**src/tlv_value_record_parser_core_macros.svh**
```systemverilog
// ----------------------------------------------------------------------------
// tlv_value_record_parser_core_macros.svh
// Assertion macros for the value record parser. Empty in synthesis.
// ----------------------------------------------------------------------------
`ifndef TLV_VALUE_RECORD_PARSER_CORE_MACROS_SVH
`define TLV_VALUE_RECORD_PARSER_CORE_MACROS_SVH

`ifndef SYNTHESIS
// property must hold at every clock edge out of reset
`define TLVP_ASSERT(lbl, clk, rst_n, prop) \
	lbl: assert property (@(posedge clk) disable iff (!rst_n) prop) \
		else $error("tlvp assertion failed");
// condition must never be true out of reset
`define TLVP_ASSERT_NEVER(lbl, clk, rst_n, cond) \
	lbl: assert property (@(posedge clk) disable iff (!rst_n) !(cond)) \
		else $error("tlvp forbidden condition seen");
`else
`define TLVP_ASSERT(lbl, clk, rst_n, prop)
`define TLVP_ASSERT_NEVER(lbl, clk, rst_n, cond)
`endif

`endif

```
**src/tlvp_pkg.sv**
```systemverilog
// ----------------------------------------------------------------------------
// tlvp_pkg
// Shared types and codes of the value record parser.
// ----------------------------------------------------------------------------
`timescale 1ns / 1ps

package tlvp_pkg;

	// result kinds
	localparam logic [2:0] KIND_NUMERIC   = 3'd0;
	localparam logic [2:0] KIND_CHAR      = 3'd1;
	localparam logic [2:0] KIND_STR_END   = 3'd2;
	localparam logic [2:0] KIND_INVALID   = 3'd3;
	localparam logic [2:0] KIND_NOT_FOUND = 3'd4;

	// configuration register indexes
	localparam logic CFG_MATCH_ENABLE = 1'b0;
	localparam logic CFG_MATCH_ID     = 1'b1;

	typedef struct packed {
		logic [7:0] in_byte;
		logic       in_last;
	} in_item_t;

	typedef struct packed {
		logic [7:0]  out_id;
		logic [2:0]  out_kind;
		logic [31:0] out_value;
		logic        out_last;
	} out_item_t;

	typedef struct packed {
		logic       match_enable;
		logic [7:0] match_id;
	} cfg_t;

	// results caused by one byte: cnt of them, r0 first
	typedef struct packed {
		logic [1:0] cnt;
		out_item_t  r0;
		out_item_t  r1;
	} result_pair_t;

	typedef struct packed {
		logic [1:0] cnt;
		logic       can_load;
	} buf_status_t;

endpackage

```
**src/tlv_value_record_parser_core.sv**
```systemverilog
// ----------------------------------------------------------------------------
// tlv_value_record_parser_core
// Byte-stream parser for id/type value records with an optional id filter.
//
//   channel | dir | handshake             | payload
//   in      | in  | in_valid / in_ready   | in_data  (byte, last flag)
//   out     | out | out_valid / out_ready | out_data (id, kind, value, last)
//   cfg     | in  | cfg_valid / cfg_ready | cfg_index, cfg_data
//
// One byte per cycle while the result pair can load: input register, parse logic,
// result register pair. A byte that causes two results holds the next byte
// until the single result port has drained the pair.
// Reset clears parse state, configuration and valid flags at once; no clearing pass.
// Output stalls back up through the result pair to in_ready.
// ----------------------------------------------------------------------------
`timescale 1ns / 1ps

`include "tlv_value_record_parser_core_macros.svh"

module tlv_value_record_parser_core (
	input  logic                clk,
	input  logic                arst_n,
	input  logic                in_valid,
	output logic                in_ready,
	input  tlvp_pkg::in_item_t  in_data,
	output logic                out_valid,
	input  logic                out_ready,
	output tlvp_pkg::out_item_t out_data,
	input  logic                cfg_valid,
	output logic                cfg_ready,
	input  logic                cfg_index,
	input  logic [7:0]          cfg_data
);

	tlvp_pkg::in_item_t     item_s1;
	logic                   valid_s1;
	tlvp_pkg::cfg_t         cfg_q;
	tlvp_pkg::result_pair_t pair;
	tlvp_pkg::buf_status_t  bstat;
	logic                   advance;

	assign cfg_ready = 1'b1;
	assign advance = valid_s1 && bstat.can_load;
	assign in_ready = !valid_s1 || advance;

	always_ff @(posedge clk or negedge arst_n) begin
		if (!arst_n) begin
			cfg_q <= '0;
		end else if (cfg_valid) begin
			case (cfg_index)
				tlvp_pkg::CFG_MATCH_ENABLE: cfg_q.match_enable <= cfg_data[0];
				tlvp_pkg::CFG_MATCH_ID:     cfg_q.match_id <= cfg_data;
				default: ;
			endcase
		end
	end

	always_ff @(posedge clk) begin
		if (in_valid && in_ready) item_s1 <= in_data;
	end

	always_ff @(posedge clk or negedge arst_n) begin
		if (!arst_n) begin
			valid_s1 <= 1'b0;
		end else if (in_valid && in_ready) begin
			valid_s1 <= 1'b1;
		end else if (advance) begin
			valid_s1 <= 1'b0;
		end
	end

	tlvp_parse u_parse (
		.clk     (clk),
		.arst_n  (arst_n),
		.advance (advance),
		.item    (item_s1),
		.cfg     (cfg_q),
		.pair    (pair)
	);

	tlvp_outbuf u_outbuf (
		.clk       (clk),
		.arst_n    (arst_n),
		.load      (advance),
		.pair      (pair),
		.out_ready (out_ready),
		.out_valid (out_valid),
		.out_data  (out_data),
		.status    (bstat)
	);

	// first of two held results never closes the byte's transaction group
	`TLVP_ASSERT(a_pair_head_not_last, clk, arst_n, (bstat.cnt == 2'd2) |-> !out_data.out_last)
	// input only stalls behind a pending result
	`TLVP_ASSERT(a_stall_needs_result, clk, arst_n, (!in_ready) |-> (valid_s1 && out_valid))
	// not found is always the final result of its byte
	`TLVP_ASSERT_NEVER(a_nf_last, clk, arst_n, out_valid && !out_data.out_last && out_data.out_kind == tlvp_pkg::KIND_NOT_FOUND)

endmodule

```
**src/tlvp_parse.sv**
```systemverilog
// ----------------------------------------------------------------------------
// tlvp_parse
// Record parse state and the per-byte next-state / result logic.
// ----------------------------------------------------------------------------
`timescale 1ns / 1ps

module tlvp_parse (
	input  logic                  clk,
	input  logic                  arst_n,
	input  logic                  advance,
	input  tlvp_pkg::in_item_t    item,
	input  tlvp_pkg::cfg_t        cfg,
	output tlvp_pkg::result_pair_t pair
);

	typedef enum logic [2:0] {
		PH_ID, PH_TYPE, PH_PAYLOAD, PH_STRING, PH_PAD, PH_SKIP
	} phase_t;

	localparam logic [1:0] RT_NUM4  = 2'd0;
	localparam logic [1:0] RT_NUM10 = 2'd1;
	localparam logic [1:0] RT_STR   = 2'd2;

	phase_t      phase_q, phase_n;
	logic [7:0]  rid_q, rid_n;
	logic [1:0]  rtype_q, rtype_n;
	logic [3:0]  pcnt_q, pcnt_n;
	logic [31:0] vs_q, vs_n;
	logic        found_q, found_n;

	logic        rep, rep_end;
	logic        m_v, l_v, nf_v;
	logic [2:0]  m_kind;
	logic [31:0] m_val;
	logic [7:0]  b;

	always_comb begin
		b = item.in_byte;
		phase_n = phase_q;
		rid_n = rid_q;
		rtype_n = rtype_q;
		pcnt_n = pcnt_q;
		vs_n = vs_q;
		found_n = found_q;
		m_v = 1'b0;
		m_kind = tlvp_pkg::KIND_NUMERIC;
		m_val = '0;
		l_v = 1'b0;
		nf_v = 1'b0;
		rep = !cfg.match_enable || (rid_q == cfg.match_id);

		case (phase_q)
			PH_ID: begin
				rid_n = b;
				pcnt_n = '0;
				vs_n = '0;
				phase_n = PH_TYPE;
			end
			PH_TYPE: begin
				if (b == 8'd1 || b == 8'd3 || b == 8'd4) begin
					rtype_n = (b == 8'd1) ? RT_NUM4 : (b == 8'd3) ? RT_NUM10 : RT_STR;
					pcnt_n = '0;
					phase_n = PH_PAYLOAD;
				end else begin
					m_v = rep;
					m_kind = tlvp_pkg::KIND_INVALID;
					if (rep && cfg.match_enable) found_n = 1'b1;
					phase_n = PH_SKIP;
				end
			end
			PH_PAYLOAD: begin
				if (rtype_q == RT_NUM4) begin
					vs_n = {vs_q[23:0], b};
					if (pcnt_q >= 4'd3) begin
						m_v = rep;
						m_val = vs_n;
						if (rep && cfg.match_enable) begin
							found_n = 1'b1;
							phase_n = PH_SKIP;
						end else begin
							phase_n = PH_PAD;
						end
					end else begin
						pcnt_n = pcnt_q + 4'd1;
					end
				end else if (rtype_q == RT_NUM10) begin
					// five skipped bytes, then the value in bytes 5-8
					if (pcnt_q >= 4'd5) vs_n = {vs_q[23:0], b};
					if (pcnt_q >= 4'd8) begin
						m_v = rep;
						m_val = vs_n;
						if (rep && cfg.match_enable) begin
							found_n = 1'b1;
							phase_n = PH_SKIP;
						end else begin
							phase_n = PH_PAD;
						end
					end else begin
						pcnt_n = pcnt_q + 4'd1;
					end
				end else begin
					if (pcnt_q >= 4'd4) phase_n = PH_STRING;
					else pcnt_n = pcnt_q + 4'd1;
				end
			end
			PH_STRING: begin
				if (b == 8'd0) begin
					m_v = rep;
					m_kind = tlvp_pkg::KIND_STR_END;
					if (rep && cfg.match_enable) begin
						found_n = 1'b1;
						phase_n = PH_SKIP;
					end else begin
						phase_n = PH_PAD;
					end
				end else begin
					m_v = rep;
					m_kind = tlvp_pkg::KIND_CHAR;
					m_val = {24'd0, b};
				end
			end
			PH_PAD: begin
				phase_n = PH_ID;
			end
			default: begin
				phase_n = PH_SKIP;
			end
		endcase

		// buffer end: a record still open is cut short
		rep_end = !cfg.match_enable || (rid_n == cfg.match_id);
		if (item.in_last) begin
			if ((phase_n == PH_PAYLOAD || phase_n == PH_STRING) && rep_end) begin
				l_v = 1'b1;
				if (cfg.match_enable) found_n = 1'b1;
			end
			nf_v = cfg.match_enable && !found_n;
			phase_n = PH_ID;
			rid_n = '0;
			rtype_n = '0;
			pcnt_n = '0;
			vs_n = '0;
			found_n = 1'b0;
		end
	end

	// pack up to two results in order: main, cut-short invalid, not found
	// an open record at the buffer end never started on this byte, so its id is rid_q
	always_comb begin
		pair = '0;
		pair.cnt = 2'(m_v) + 2'(l_v) + 2'(nf_v);
		if (m_v) begin
			pair.r0.out_id = rid_q;
			pair.r0.out_kind = m_kind;
			pair.r0.out_value = m_val;
		end else if (l_v) begin
			pair.r0.out_id = rid_q;
			pair.r0.out_kind = tlvp_pkg::KIND_INVALID;
		end else begin
			pair.r0.out_id = cfg.match_id;
			pair.r0.out_kind = tlvp_pkg::KIND_NOT_FOUND;
		end
		if (m_v && l_v) begin
			pair.r1.out_id = rid_q;
			pair.r1.out_kind = tlvp_pkg::KIND_INVALID;
		end else begin
			pair.r1.out_id = cfg.match_id;
			pair.r1.out_kind = tlvp_pkg::KIND_NOT_FOUND;
		end
		pair.r0.out_last = (pair.cnt == 2'd1);
		pair.r1.out_last = 1'b1;
	end

	always_ff @(posedge clk or negedge arst_n) begin
		if (!arst_n) begin
			phase_q <= PH_ID;
			rid_q <= '0;
			rtype_q <= '0;
			pcnt_q <= '0;
			vs_q <= '0;
			found_q <= 1'b0;
		end else if (advance) begin
			phase_q <= phase_n;
			rid_q <= rid_n;
			rtype_q <= rtype_n;
			pcnt_q <= pcnt_n;
			vs_q <= vs_n;
			found_q <= found_n;
		end
	end

endmodule

```
**src/tlvp_outbuf.sv**
```systemverilog
// ----------------------------------------------------------------------------
// tlvp_outbuf
// Result register pair: holds the results of one byte and hands them out
// one transaction at a time.
// ----------------------------------------------------------------------------
`timescale 1ns / 1ps

module tlvp_outbuf (
	input  logic                   clk,
	input  logic                   arst_n,
	input  logic                   load,
	input  tlvp_pkg::result_pair_t pair,
	input  logic                   out_ready,
	output logic                   out_valid,
	output tlvp_pkg::out_item_t    out_data,
	output tlvp_pkg::buf_status_t  status
);

	tlvp_pkg::out_item_t r0_q, r1_q;
	logic [1:0]          cnt_q;
	logic                sel_q;
	logic                fire;

	assign out_valid = (cnt_q != 2'd0);
	assign out_data = sel_q ? r1_q : r0_q;
	assign fire = out_valid && out_ready;

	// free when empty or the last held result leaves this cycle
	assign status.cnt = cnt_q;
	assign status.can_load = (cnt_q == 2'd0) || (cnt_q == 2'd1 && out_ready);

	always_ff @(posedge clk) begin
		if (load) begin
			r0_q <= pair.r0;
			r1_q <= pair.r1;
		end
	end

	always_ff @(posedge clk or negedge arst_n) begin
		if (!arst_n) begin
			cnt_q <= '0;
			sel_q <= 1'b0;
		end else if (load) begin
			cnt_q <= pair.cnt;
			sel_q <= 1'b0;
		end else if (fire) begin
			cnt_q <= cnt_q - 2'd1;
			sel_q <= 1'b1;
		end
	end

endmodule

```
**config.mk**
```make
export PLATFORM = sky130hd
export DESIGN_NAME = tlv_value_record_parser_core
export DESIGN_NICKNAME = d
export VERILOG_FILES = /design/src/tlvp_pkg.sv /design/src/tlv_value_record_parser_core.sv /design/src/tlvp_parse.sv /design/src/tlvp_outbuf.sv
export VERILOG_INCLUDE_DIRS = /design/src /design/src/src
export SDC_FILE = /design/constraint.sdc
export NUM_CORES = 1
export LEC_CHECK = 0
export ABC_AREA = 1
export BUFFER_PORTS_ARGS = -buffer_cell sky130_fd_sc_hd__buf_4
export CORE_UTILIZATION = 40
export DETAILED_ROUTE_END_ITERATION = 6
export GPL_TIMING_DRIVEN = 0
export PLACE_DENSITY = 0.65
export REMOVE_ABC_BUFFERS = 1
export SYNTH_ARGS = -nofsm -noshare
export SYNTH_HDL_FRONTEND = slang
export SYNTH_SLANG_ARGS = --single-unit
```
**constraint.sdc**
```tcl
create_clock -name clk -period 3.3 [get_ports clk]
set_input_delay 0.33 -clock clk [delete_from_list [all_inputs] [get_ports clk]]
set_output_delay 0.33 -clock clk [all_outputs]
set_load 0.05 [all_outputs]
```
==> impl_metrics.ini, run 1 <==
[outcome]
status = complete, but fails checks
violations = DRC

[floorplan]
die_w_um = 124
core-area_um2 = 14500
pin_count = 70
rows = 44
die_area_um2 = 15300
die_height_um = 124
initial_utilization_pct = 41.0

[setup_path]
crit_chain = inv_1 > ha_1 > a21oi_1 > nor2_4 > o21ai_1 > nor2_1 > nand2_2 > clkinvlp_4 > o21ai_0 > a21oi_1
cp_slowest_cell = a21oi_1
worstSetupPathType = reg -> reg
critPathTopFamily = compound AO/OA/AOI/OAI gates
ff2ff_path_depth = 10
cp.buffers_inverters = 2
crit_required_ps = 3580
crit_arrival_ps = 3300
cpMostUsedCell = a21oi_1
slowest_delay_ps = 520
crit_path_max_fanout = 30
endpoint_kind = flip-flop
startpoint = u_outbuf.cnt_q[0]$_DFFE_PN0P_
r2r_start = u_outbuf.cnt_q[0]$_DFFE_PN0P_
cp_num_cells = 10
cp-start-kind = flip-flop

[synth]
syn_area_um2 = 5930
synth_edf_count = 63
muxShareOfSynthArea_pct = 0
synth-seq-cells = 118
synth_top_family_by_area = simple AND/OR/NAND/NOR gates
synth_compound_area_share_pct = 8.23
syn-instance-count = 697
synth_xor_area_share_pct = 0
synth_async_sr_flop_share_pct = 46.6
ys.flop_type = edfxtp_1
syn_area_per_cell_um2 = 8.51
synthSimpleGateAreaFrac_pct = 26.5
seq_area_frac_synth_pct = 55.1
synthDistinctLibCells = 41
synthAdderAreaFrac_pct = 1.39
yosysWarnings = 0

[finish]
final_common_cell = nand2_1
final_nets = 791
multi_input_area_um2 = 2170
final_cell_mix = nand2_1, nor2_1, inv_1
antenna_cells = 0
fill_cells = 1337
drive_above_1_share_pct = 16.6
syn_to_final_growth_pct = 22.2
register_area_um2 = 3270

[power_and_ir_drop]
combPwrFrac_pct = 41.6
seqPwrFrac_pct = 32.4
power.density_nw_per_um2 = 1070
p_leak_nw = 3.33
p_int_mw = 4.41
p_clk_share_pct = 25.9
p_switching_mw = 3.36
p_sw_share_pct = 43.2
irDropWorstVdd_v = 0.000416
p_total_mw = 7.76

[sta]
tightest_slew_ps = 962
layout_min_cycle_time_ps = 3010
clock.fmax_mhz = 332
fin_skew_ps = 9.49
holdWs_ps = 92.7
relSlewSlack_pct = 35.8
hold_violations = 0
post-route-period-util_pct = 91.3
fin_tns_setup_ps = 0
drv_slew = 0
setup_violations = 0

[clock_tree]
clk_pin_slew_worst_paths_ps = 50
cts_sinks = 118
clock_latency_ps = 410
htreeDepth = 4
cts_made_buffers = 17
cts_tree = yes
clockRootBuffer = clkbuf_16
cts_buffer_depth = 2

[placement]
hpwl_mm = 9.09
port_buffers = 68
gp_congestion = 0.878

[min_path]
hold_start = in_data[1]
hold_path_class = in -> reg
whs_path_depth = 1

[drt]
drcViolationCount = 2
via_per_inst = 5.04
antenna_left = 0
drtIter0Drc = 356
wl_per_cell_um = 14.5
wirelength_mm = 13.9
vias = 4833
drt_pass1_iterations = 7

[global_route]
grt_pass1_vias = 4627
grt_util_all_layers_pct = 19.4
antenna_found_initial = 0
grt_max_degree = 56
grt_overflow = 0
grt_pass1_wl_mm = 22.4

[run]
cap_violations = 0
-- metrics by stage --
stage               worst slack [ps]  cells  util [%]  area, µm²
floorplan                       -340    670         -       5790
global placement               -1500    922      45.1       6530
detailed placement             -1210    923      45.3       6560
CTS                             74.0    958      50.0       7230
global route                   -41.9    959      50.1       7250
finish                           288    959      50.1       7250
-- synth_stat cells, types with 4 or more instances --
library cell	instances	area, µm²
nand2_1	170	638
edfxtp_1	63	1890
a21oi_1	24	120
nor3_1	14	70.1
o22ai_1	7	43.8
inv_2	5	18.8
inv_1	96	360
clkbuf_1	15	56.3
a211oi_1	4	30.0
nand4_1	14	87.6
ha_1	5	62.6
o21ai_0	38	190
nand3_1	36	180
nor2_1	106	398
dfrtp_1	55	1380
buf_2	5	25.0
-- flip-flops by register name, indices dropped and copies added (netlist names) --
name	count
cfg_q	9
u_parse.vs_q	24
u_parse.rid_q	8
u_parse.found_q	1
u_outbuf.sel_q	1
item_s1	9
u_outbuf.r0_q	44
u_parse.rtype_q	2
u_parse.pcnt_q	4
u_outbuf.cnt_q	2
valid_s1	1
u_parse.phase_q	3
u_outbuf.r1_q	10
-- path summary, 6_finish.rpt --
| kind | end | slack (ps) |
|---|---|---|
| worst max-delay path | u_parse.vs_q[6]$_DFFE_PN0P_ | 290 |
| worst min-delay path | item_s1[1]$_DFFE_PP_ | 90 |
| worst max register to register | u_parse.vs_q[6]$_DFFE_PN0P_ | 290 |
| worst min register to register | u_parse.rtype_q[0]$_DFFE_PN0P_ | 480 |
| max in group asynchronous | u_outbuf.sel_q$_DFFE_PN0P_ | 2260 |
| min in group asynchronous | cfg_q[3]$_DFFE_PN0P_ | 520 |
-- routing by layer --
metal	wire (µm)	vias up	global-route usage [%]	share of wire [%]
li1	-	2391	-	-
met1	5840	2252	23.9	42
met2	6890	147	31.8	50
met3	658	43	3.98	4.7
met4	512	0	10.5	3.7
met5	0	-	0	0
-- power by group through the flow --
| stage | Sequential (mW) | Clock, mW | Combinational [mW] |
|---|---|---|---|
| after floorplan | 2.44 | 0 | 2.31 |
| after global placement | 2.55 | 0 | 3.06 |
| after detailed placement | 2.54 | 0 | 3.19 |
| after CTS | 2.51 | 2.04 | 3.22 |
| after global routing | 2.59 | 2.09 | 3.57 |
| final | 2.52 | 2.01 | 3.23 |
-- area by class of cell --
class | instances | area share [%]
Sequential cell | 118 | 45.1
Multi-Input combinational cell | 453 | 30.0
Timing Repair Buffer | 71 | 7.56
Clock buffer | 18 | 6.06
Inverter | 101 | 5.28
Tap cell | 184 | 3.18
Clock inverter | 14 | 2.85
-- logic make-up (layout without fill, tap and decap cells) --
family,after synthesis,after routing
adder cells (fa/ha/maj),6,6
AO/OA/AOI/OAI,85,85
flip-flops,118,118
buffers and inverters,128,204
AND/OR/NAND/NOR,359,361
other,1,1
-- timing repair --
| item | 4_1_cts | 5_1_grt |
|---|---|---|
| endpoints found under the hold margin | 1 | 0 |
| gates cloned | 1 | 1 |
| endpoints found under the setup margin | 45 | 22 |
| hold buffers | 1 | 0 |
| gates resized for setup | 2 | 2 |
| pin swaps | 1 | 1 |
| buffers inserted | 1 | 0 |
Note: power is estimated with default switching activity, not from simulation.
==> run 2, diff against run 1 <==
--- a/config.mk
+++ b/config.mk
@@ -13,6 +13,7 @@
 export GPL_TIMING_DRIVEN = 0
 export PLACE_DENSITY = 0.65
 export REMOVE_ABC_BUFFERS = 1
+export SLEW_MARGIN = 10
 export SYNTH_ARGS = -nofsm -noshare
 export SYNTH_HDL_FRONTEND = slang
 export SYNTH_SLANG_ARGS = --single-unit
==> constraint.sdc (replaced) <==
create_clock -name clk -period 3.8 [get_ports clk]
set_input_delay 0.38 -clock clk [delete_from_list [all_inputs] [get_ports clk]]
set_output_delay 0.38 -clock clk [all_outputs]
set_load 0.05 [all_outputs]
==> run 2 against run 1 <==
The flow still finishes with violations (DRC). Design area fell by 0.38%. Sequential power fell by 13%. Critical path depth rose by 4. Non-clock buffer count fell by 1. Clock power fell by 16%. Sequential cell count did not move. Core utilization fell by 0.19 points. Worst hold slack got worse by 61 ps. Worst setup slack improved by 140 ps. Critical path type unchanged. Largest power group unchanged.
==> impl_metrics.ini, run 2 (synthesis gave the netlist of run 1 again) <==
[clock_tree]
cts_buffer_depth = 2
cts_tree = yes
cts_setup_buffers = 0
cts_made_buffers = 17
clockRootBuffer = clkbuf_16
clk_pin_slew_worst_paths_ps = 50
cts_sinks = 118
clock_latency_ps = 410
postCtsHoldBufs = 0
htreeDepth = 4

[finish]
syn_to_final_growth_pct = 21.7
final_nets = 789
final_common_cell = nand2_1
reg_top3 = u_outbuf.r0_q x44, u_parse.vs_q x24, u_outbuf.r1_q x10
largest-register = u_outbuf.r0_q
antenna_cells = 0
fin_cells = 957
finalCoreUtilization_pct = 49.9
final_cell_mix = nand2_1, nor2_1, inv_1
largest_reg_flops = 44
drive_above_1_share_pct = 16.3
fill_cells = 1333

[drt]
drt_pass1_iterations = 7
drtIter0Drc = 411
drcViolationCount = 2
antenna_left = 0
vias = 4801
wl_per_cell_um = 14.3
via_per_inst = 5.02
wirelength_mm = 13.7

[global_route]
top_usage_layer = met2
grt_pass1_vias = 4642
grt_max_degree = 56
gr-usage-met2_pct = 31.7
grt_util_all_layers_pct = 19.5
grt_use_met3_pct = 3.02
met1_usage_pct = 24.1
grt_overflow = 0
antenna_found_initial = 0
grt_pass1_wl_mm = 22.4

[setup_path]
r2r_start = u_parse.pcnt_q[0]$_DFFE_PN0P_
endpoint_kind = flip-flop
crit_arrival_ps = 3650
cp-start-kind = flip-flop
cp.buffers_inverters = 2
critPathTopFamily = simple AND/OR/NAND/NOR gates
crit_chain = ha_1 > nor2_1 > nor2_1 > inv_1 > o21ai_1 > nand2_2 > nand2_1 > nor2_1 > nor2_4 > inv_2 > fa_1 > nand2_1 > o211ai_1 > o21ai_0
ff2ff_path_depth = 14
r2r_end = u_outbuf.cnt_q[0]$_DFFE_PN0P_
crit_path_max_fanout = 27
crit_required_ps = 4080
slowest_delay_ps = 600
cp_slowest_cell = fa_1
worstSetupPathType = reg -> reg
r2r_slack_ps = 430
cpMostUsedCell = nor2_1

[floorplan]
die_area_um2 = 15300
pin_count = 70
die_w_um = 124
rows = 44
die_height_um = 124
core-area_um2 = 14500
initial_utilization_pct = 41.0

[power_and_ir_drop]
p_total_mw = 6.69
irDropWorstVdd_v = 0.000361
p_leak_nw = 3.33
power.density_nw_per_um2 = 926

[placement]
port_buffers = 68
placedCellCount = 924
hpwl_mm = 9.23
gp_congestion = 0.878
pre_cts_slack_ps = -94.8

[sta]
fin_tns_setup_ps = 0
fin_skew_ps = 5.30
layout_min_cycle_time_ps = 3370
clock.fmax_mhz = 297
post-route-period-util_pct = 88.7
tightest_slew_ps = 809
setup_ws_ps = 428
drv_slew = 0
setup_violations = 0
relSlewSlack_pct = 46.1
hold_violations = 0
rsz0062_at_grt = false

[outcome]
violations = DRC
status = complete, but fails checks

[min_path]
hold_path_class = in -> async

[run]
cap_violations = 0
run 2: metal layers:
layer	wire length, µm	part of all wire, %	vias up
li1	-	-	2386
met1	5840	43	2236
met2	6790	50	145
met3	557	4.1	34
met4	503	3.7	0
met5	0	0	-
run 2: through the flow:
step	instance area [µm²]	hold slack, ps
after floorplan	5790	84.4
after global placement	6530	466
after detailed placement	6590	471
after CTS	7220	57.4
after global routing	7220	103
final	7220	32.0
run 2: power by group:
group          switching (mW)  internal [mW]  leakage (nW)  total, mW
Sequential              0.316           1.87          1.28       2.19
Clock                   0.547           1.14         0.311       1.68
Combinational            2.01          0.806          1.74       2.81
run 2: how the worst max path moves through the flow:
stage / startpoint / to / slack (ps) / cells after the start
3_3_place_gp: u_outbuf.cnt_q[0]$_DFFE_PN0P_ / u_parse.rid_q[2]$_DFFE_PN0P_ / -1000 / 8
6_report: u_parse.pcnt_q[0]$_DFFE_PN0P_ / u_outbuf.cnt_q[0]$_DFFE_PN0P_ / 430 / 14
2_1_floorplan: u_outbuf.cnt_q[0]$_DFFE_PN0P_ / u_parse.vs_q[0]$_DFFE_PN0P_ / 160 / 10
5_1_grt: u_parse.pcnt_q[0]$_DFFE_PN0P_ / u_outbuf.cnt_q[0]$_DFFE_PN0P_ / 160 / 14
3_5_place_dp: u_parse.pcnt_q[0]$_DFFE_PN0P_ / u_outbuf.cnt_q[0]$_DFFE_PN0P_ / -90 / 14
4_1_cts: u_parse.pcnt_q[0]$_DFFE_PN0P_ / u_outbuf.cnt_q[0]$_DFFE_PN0P_ / 110 / 14
run 2: final cells by class:
| class | instances | area [µm²] | area share (%) |
|---|---|---|---|
| clock buffers | 21 | 470 | 6.51 |
| clock inverters | 11 | 153 | 2.11 |
| inverters | 101 | 379 | 5.25 |
| multi-input cells | 452 | 2160 | 29.9 |
| flip-flops and latches | 118 | 3270 | 45.3 |
| well taps | 184 | 230 | 3.19 |
| repair buffers | 70 | 558 | 7.73 |
run 2: repair_timing:
action                                  CTS  global route
endpoints found under the setup margin    2             2
gates cloned                              1             0
gates resized for setup                   0             1
pin swaps                                 1             0
==> run 3, diff against run 2 <==
--- a/config.mk
+++ b/config.mk
@@ -7,7 +7,7 @@
 export NUM_CORES = 1
 export LEC_CHECK = 0
 export ABC_AREA = 1
-export BUFFER_PORTS_ARGS = -buffer_cell sky130_fd_sc_hd__buf_4
+export BUFFER_PORTS_ARGS = -buffer_cell sky130_fd_sc_hd__buf_2
 export CORE_UTILIZATION = 40
 export DETAILED_ROUTE_END_ITERATION = 6
 export GPL_TIMING_DRIVEN = 0
==> run 3 against run 2 <==
The flow still finishes with violations (DRC). Register-to-register slack got worse by 20 ps. Core utilization shrank 1.3 points. Sequential cell count did not move. Worst setup slack got worse by 21 ps. Total power decreased by 3.7%. Worst hold slack gained 13 ps. Largest cell class unchanged.
==> impl_metrics.ini, run 3 (synthesis gave the netlist of run 1 again) <==
[floorplan]
rows = 44
die_w_um = 124
initial_utilization_pct = 41.0
pin_count = 70
core-area_um2 = 14500
die_height_um = 124
die_area_um2 = 15300

[setup_path]
slowest_delay_ps = 600
crit_arrival_ps = 3650
cp_num_cells = 14
worstSetupPathType = reg -> reg
crit_required_ps = 4060
ff2ff_path_depth = 14
critPathCapture = u_outbuf.cnt_q[0]$_DFFE_PN0P_
cpMostUsedCell = nor2_1
crit_chain = ha_1 > nor2_1 > nor2_1 > inv_1 > o21ai_1 > nand2_2 > nand2_1 > nor2_1 > nor2_4 > inv_2 > fa_1 > nand2_1 > o211ai_1 > o21ai_0
r2r_start = u_parse.pcnt_q[0]$_DFFE_PN0P_
startpoint = u_parse.pcnt_q[0]$_DFFE_PN0P_
r2r_slack_ps = 410
crit_path_max_fanout = 27
cp-start-kind = flip-flop
endpoint_kind = flip-flop
cp_slowest_cell = fa_1
r2r_end = u_outbuf.cnt_q[0]$_DFFE_PN0P_
cp.buffers_inverters = 2
critPathTopFamily = simple AND/OR/NAND/NOR gates

[placement]
gp_congestion = 0.871
placedCellCount = 924
pre_cts_slack_ps = -88.3
placed_cell_area_um2 = 6420
port_buffers = 68
hpwl_mm = 8.72

[drt]
drcViolationCount = 2
antenna_left = 0
wl_per_cell_um = 13.7
vias = 4720
drt_pass1_iterations = 7
wirelength_mm = 13.1
via_per_inst = 4.93
drtIter0Drc = 338

[clock_tree]
htreeDepth = 4
cts_buffer_depth = 2
clk_pin_slew_worst_paths_ps = 50
cts_setup_buffers = 0
cts_sinks = 118
cts_tree = yes
clock_latency_ps = 410
clockRootBuffer = clkbuf_16
cts_made_buffers = 17

[sta]
drv_slew = 0
layout_min_cycle_time_ps = 3390
relSlewSlack_pct = 43.1
setup_violations = 0
setup_ws_ps = 407
clock.fmax_mhz = 295
post-route-period-util_pct = 89.3
hold_violations = 0
rsz0062_at_grt = false
fin_skew_ps = 7.13
tightest_slew_ps = 853

[min_path]
hold_path_class = in -> async

[global_route]
gr-usage-met2_pct = 29.0
top_usage_layer = met2
grt_pass1_wl_mm = 21.4
grt_pass1_vias = 4242
grt_util_all_layers_pct = 18.6
antenna_found_initial = 0
grt_overflow = 0
grt_use_met3_pct = 3.53
grt_max_degree = 56
met1_usage_pct = 25.4

[outcome]
status = complete, but fails checks
violations = DRC

[finish]
fill_cells = 1382
register_area_um2 = 3270
reg_top3 = u_outbuf.r0_q x44, u_parse.vs_q x24, u_outbuf.r1_q x10
final_area_um2 = 7030
final_common_cell = nand2_1
drive_above_1_share_pct = 16.3
largest_reg_flops = 44
largest-register = u_outbuf.r0_q
syn_to_final_growth_pct = 18.5
fin_cells = 957
multi_input_area_um2 = 2160
final_cell_mix = nand2_1, nor2_1, inv_1
final_nets = 789
antenna_cells = 0

[power_and_ir_drop]
irDropWorstVdd_v = 0.000349
power.density_nw_per_um2 = 916
p_leak_nw = 3.28

[run]
cap_violations = 0
-- run 3: changes by cell type in the layout (fill, tap and decap cells not counted) --
cell,previous run,this run
clkinv_1,2,1
clkbuf_1,1,2
bufinv_16,4,3
buf_2,0,67
buf_4,68,1
clkinvlp_4,0,1
-- run 3: timing repair --
action,4_1_cts,5_1_grt
resized for setup,0,1
pin swaps,1,0
gates cloned,1,0
setup endpoints to repair,2,3
hold buffers,0,0
-- run 3: routing by layer --
layer / up-vias / share of wire, %
met5: - / 0
met4: 0 / 2.6
met3: 21 / 5.1
met2: 119 / 47
met1: 2192 / 45
li1: 2388 / -
-- run 3: power by group --
group,internal (mW),total [mW],switching (mW)
logic,0.678,2.64,1.97
clock network,1.07,1.61,0.537
registers,1.87,2.19,0.312
total,3.63,6.44,2.81
-- run 3: cell type report --
class | instances | share of cell area (%)
Sequential cell | 118 | 46.5
Multi-Input combinational cell | 452 | 30.7
Clock buffer | 22 | 6.74
Timing Repair Buffer | 70 | 5.55
Inverter | 101 | 5.39
Tap cell | 184 | 3.27
Clock inverter | 10 | 1.80
-- run 3: metrics by stage --
stage / TNS [ps] / power (mW) / utilization (%) / hold slack, ps
final: 0 / 6.44 / 48.6 / 44.6
after global placement: -43250 / 4.75 / 43.9 / 465
after detailed placement: -89.3 / 4.84 / 44.4 / 466
after floorplan: 0 / 4.13 / - / 84.4
after global routing: 0 / 6.87 / 48.6 / 102
after CTS: 0 / 6.47 / 48.5 / 65.3
-- run 3: worst min-delay path by stage --
stage / start / end / slack (ps) / cells past startpoint
after global placement: u_parse.rtype_q[0]$_DFFE_PN0P_ / u_parse.rtype_q[0]$_DFFE_PN0P_ / 460 / 2
after global routing: arst_n / cfg_q[3]$_DFFE_PN0P_ / 100 / 1
after CTS: arst_n / u_parse.rid_q[0]$_DFFE_PN0P_ / 70 / 1
final: arst_n / cfg_q[2]$_DFFE_PN0P_ / 40 / 1
after detailed placement: u_parse.rtype_q[0]$_DFFE_PN0P_ / u_parse.rtype_q[0]$_DFFE_PN0P_ / 470 / 2
after floorplan: arst_n / cfg_q[0]$_DFFE_PN0P_ / 80 / 0
-- run 3: worst reg2reg max path, delay by kind of cell, from the launching register on --
family                     cells  cell delay, ps
AOI/OAI and AO/OA              3             300
adders and majority gates      2             800
buffers and inverters          2             400
DFF                            1             370
and+or+nand+nor                7            1390
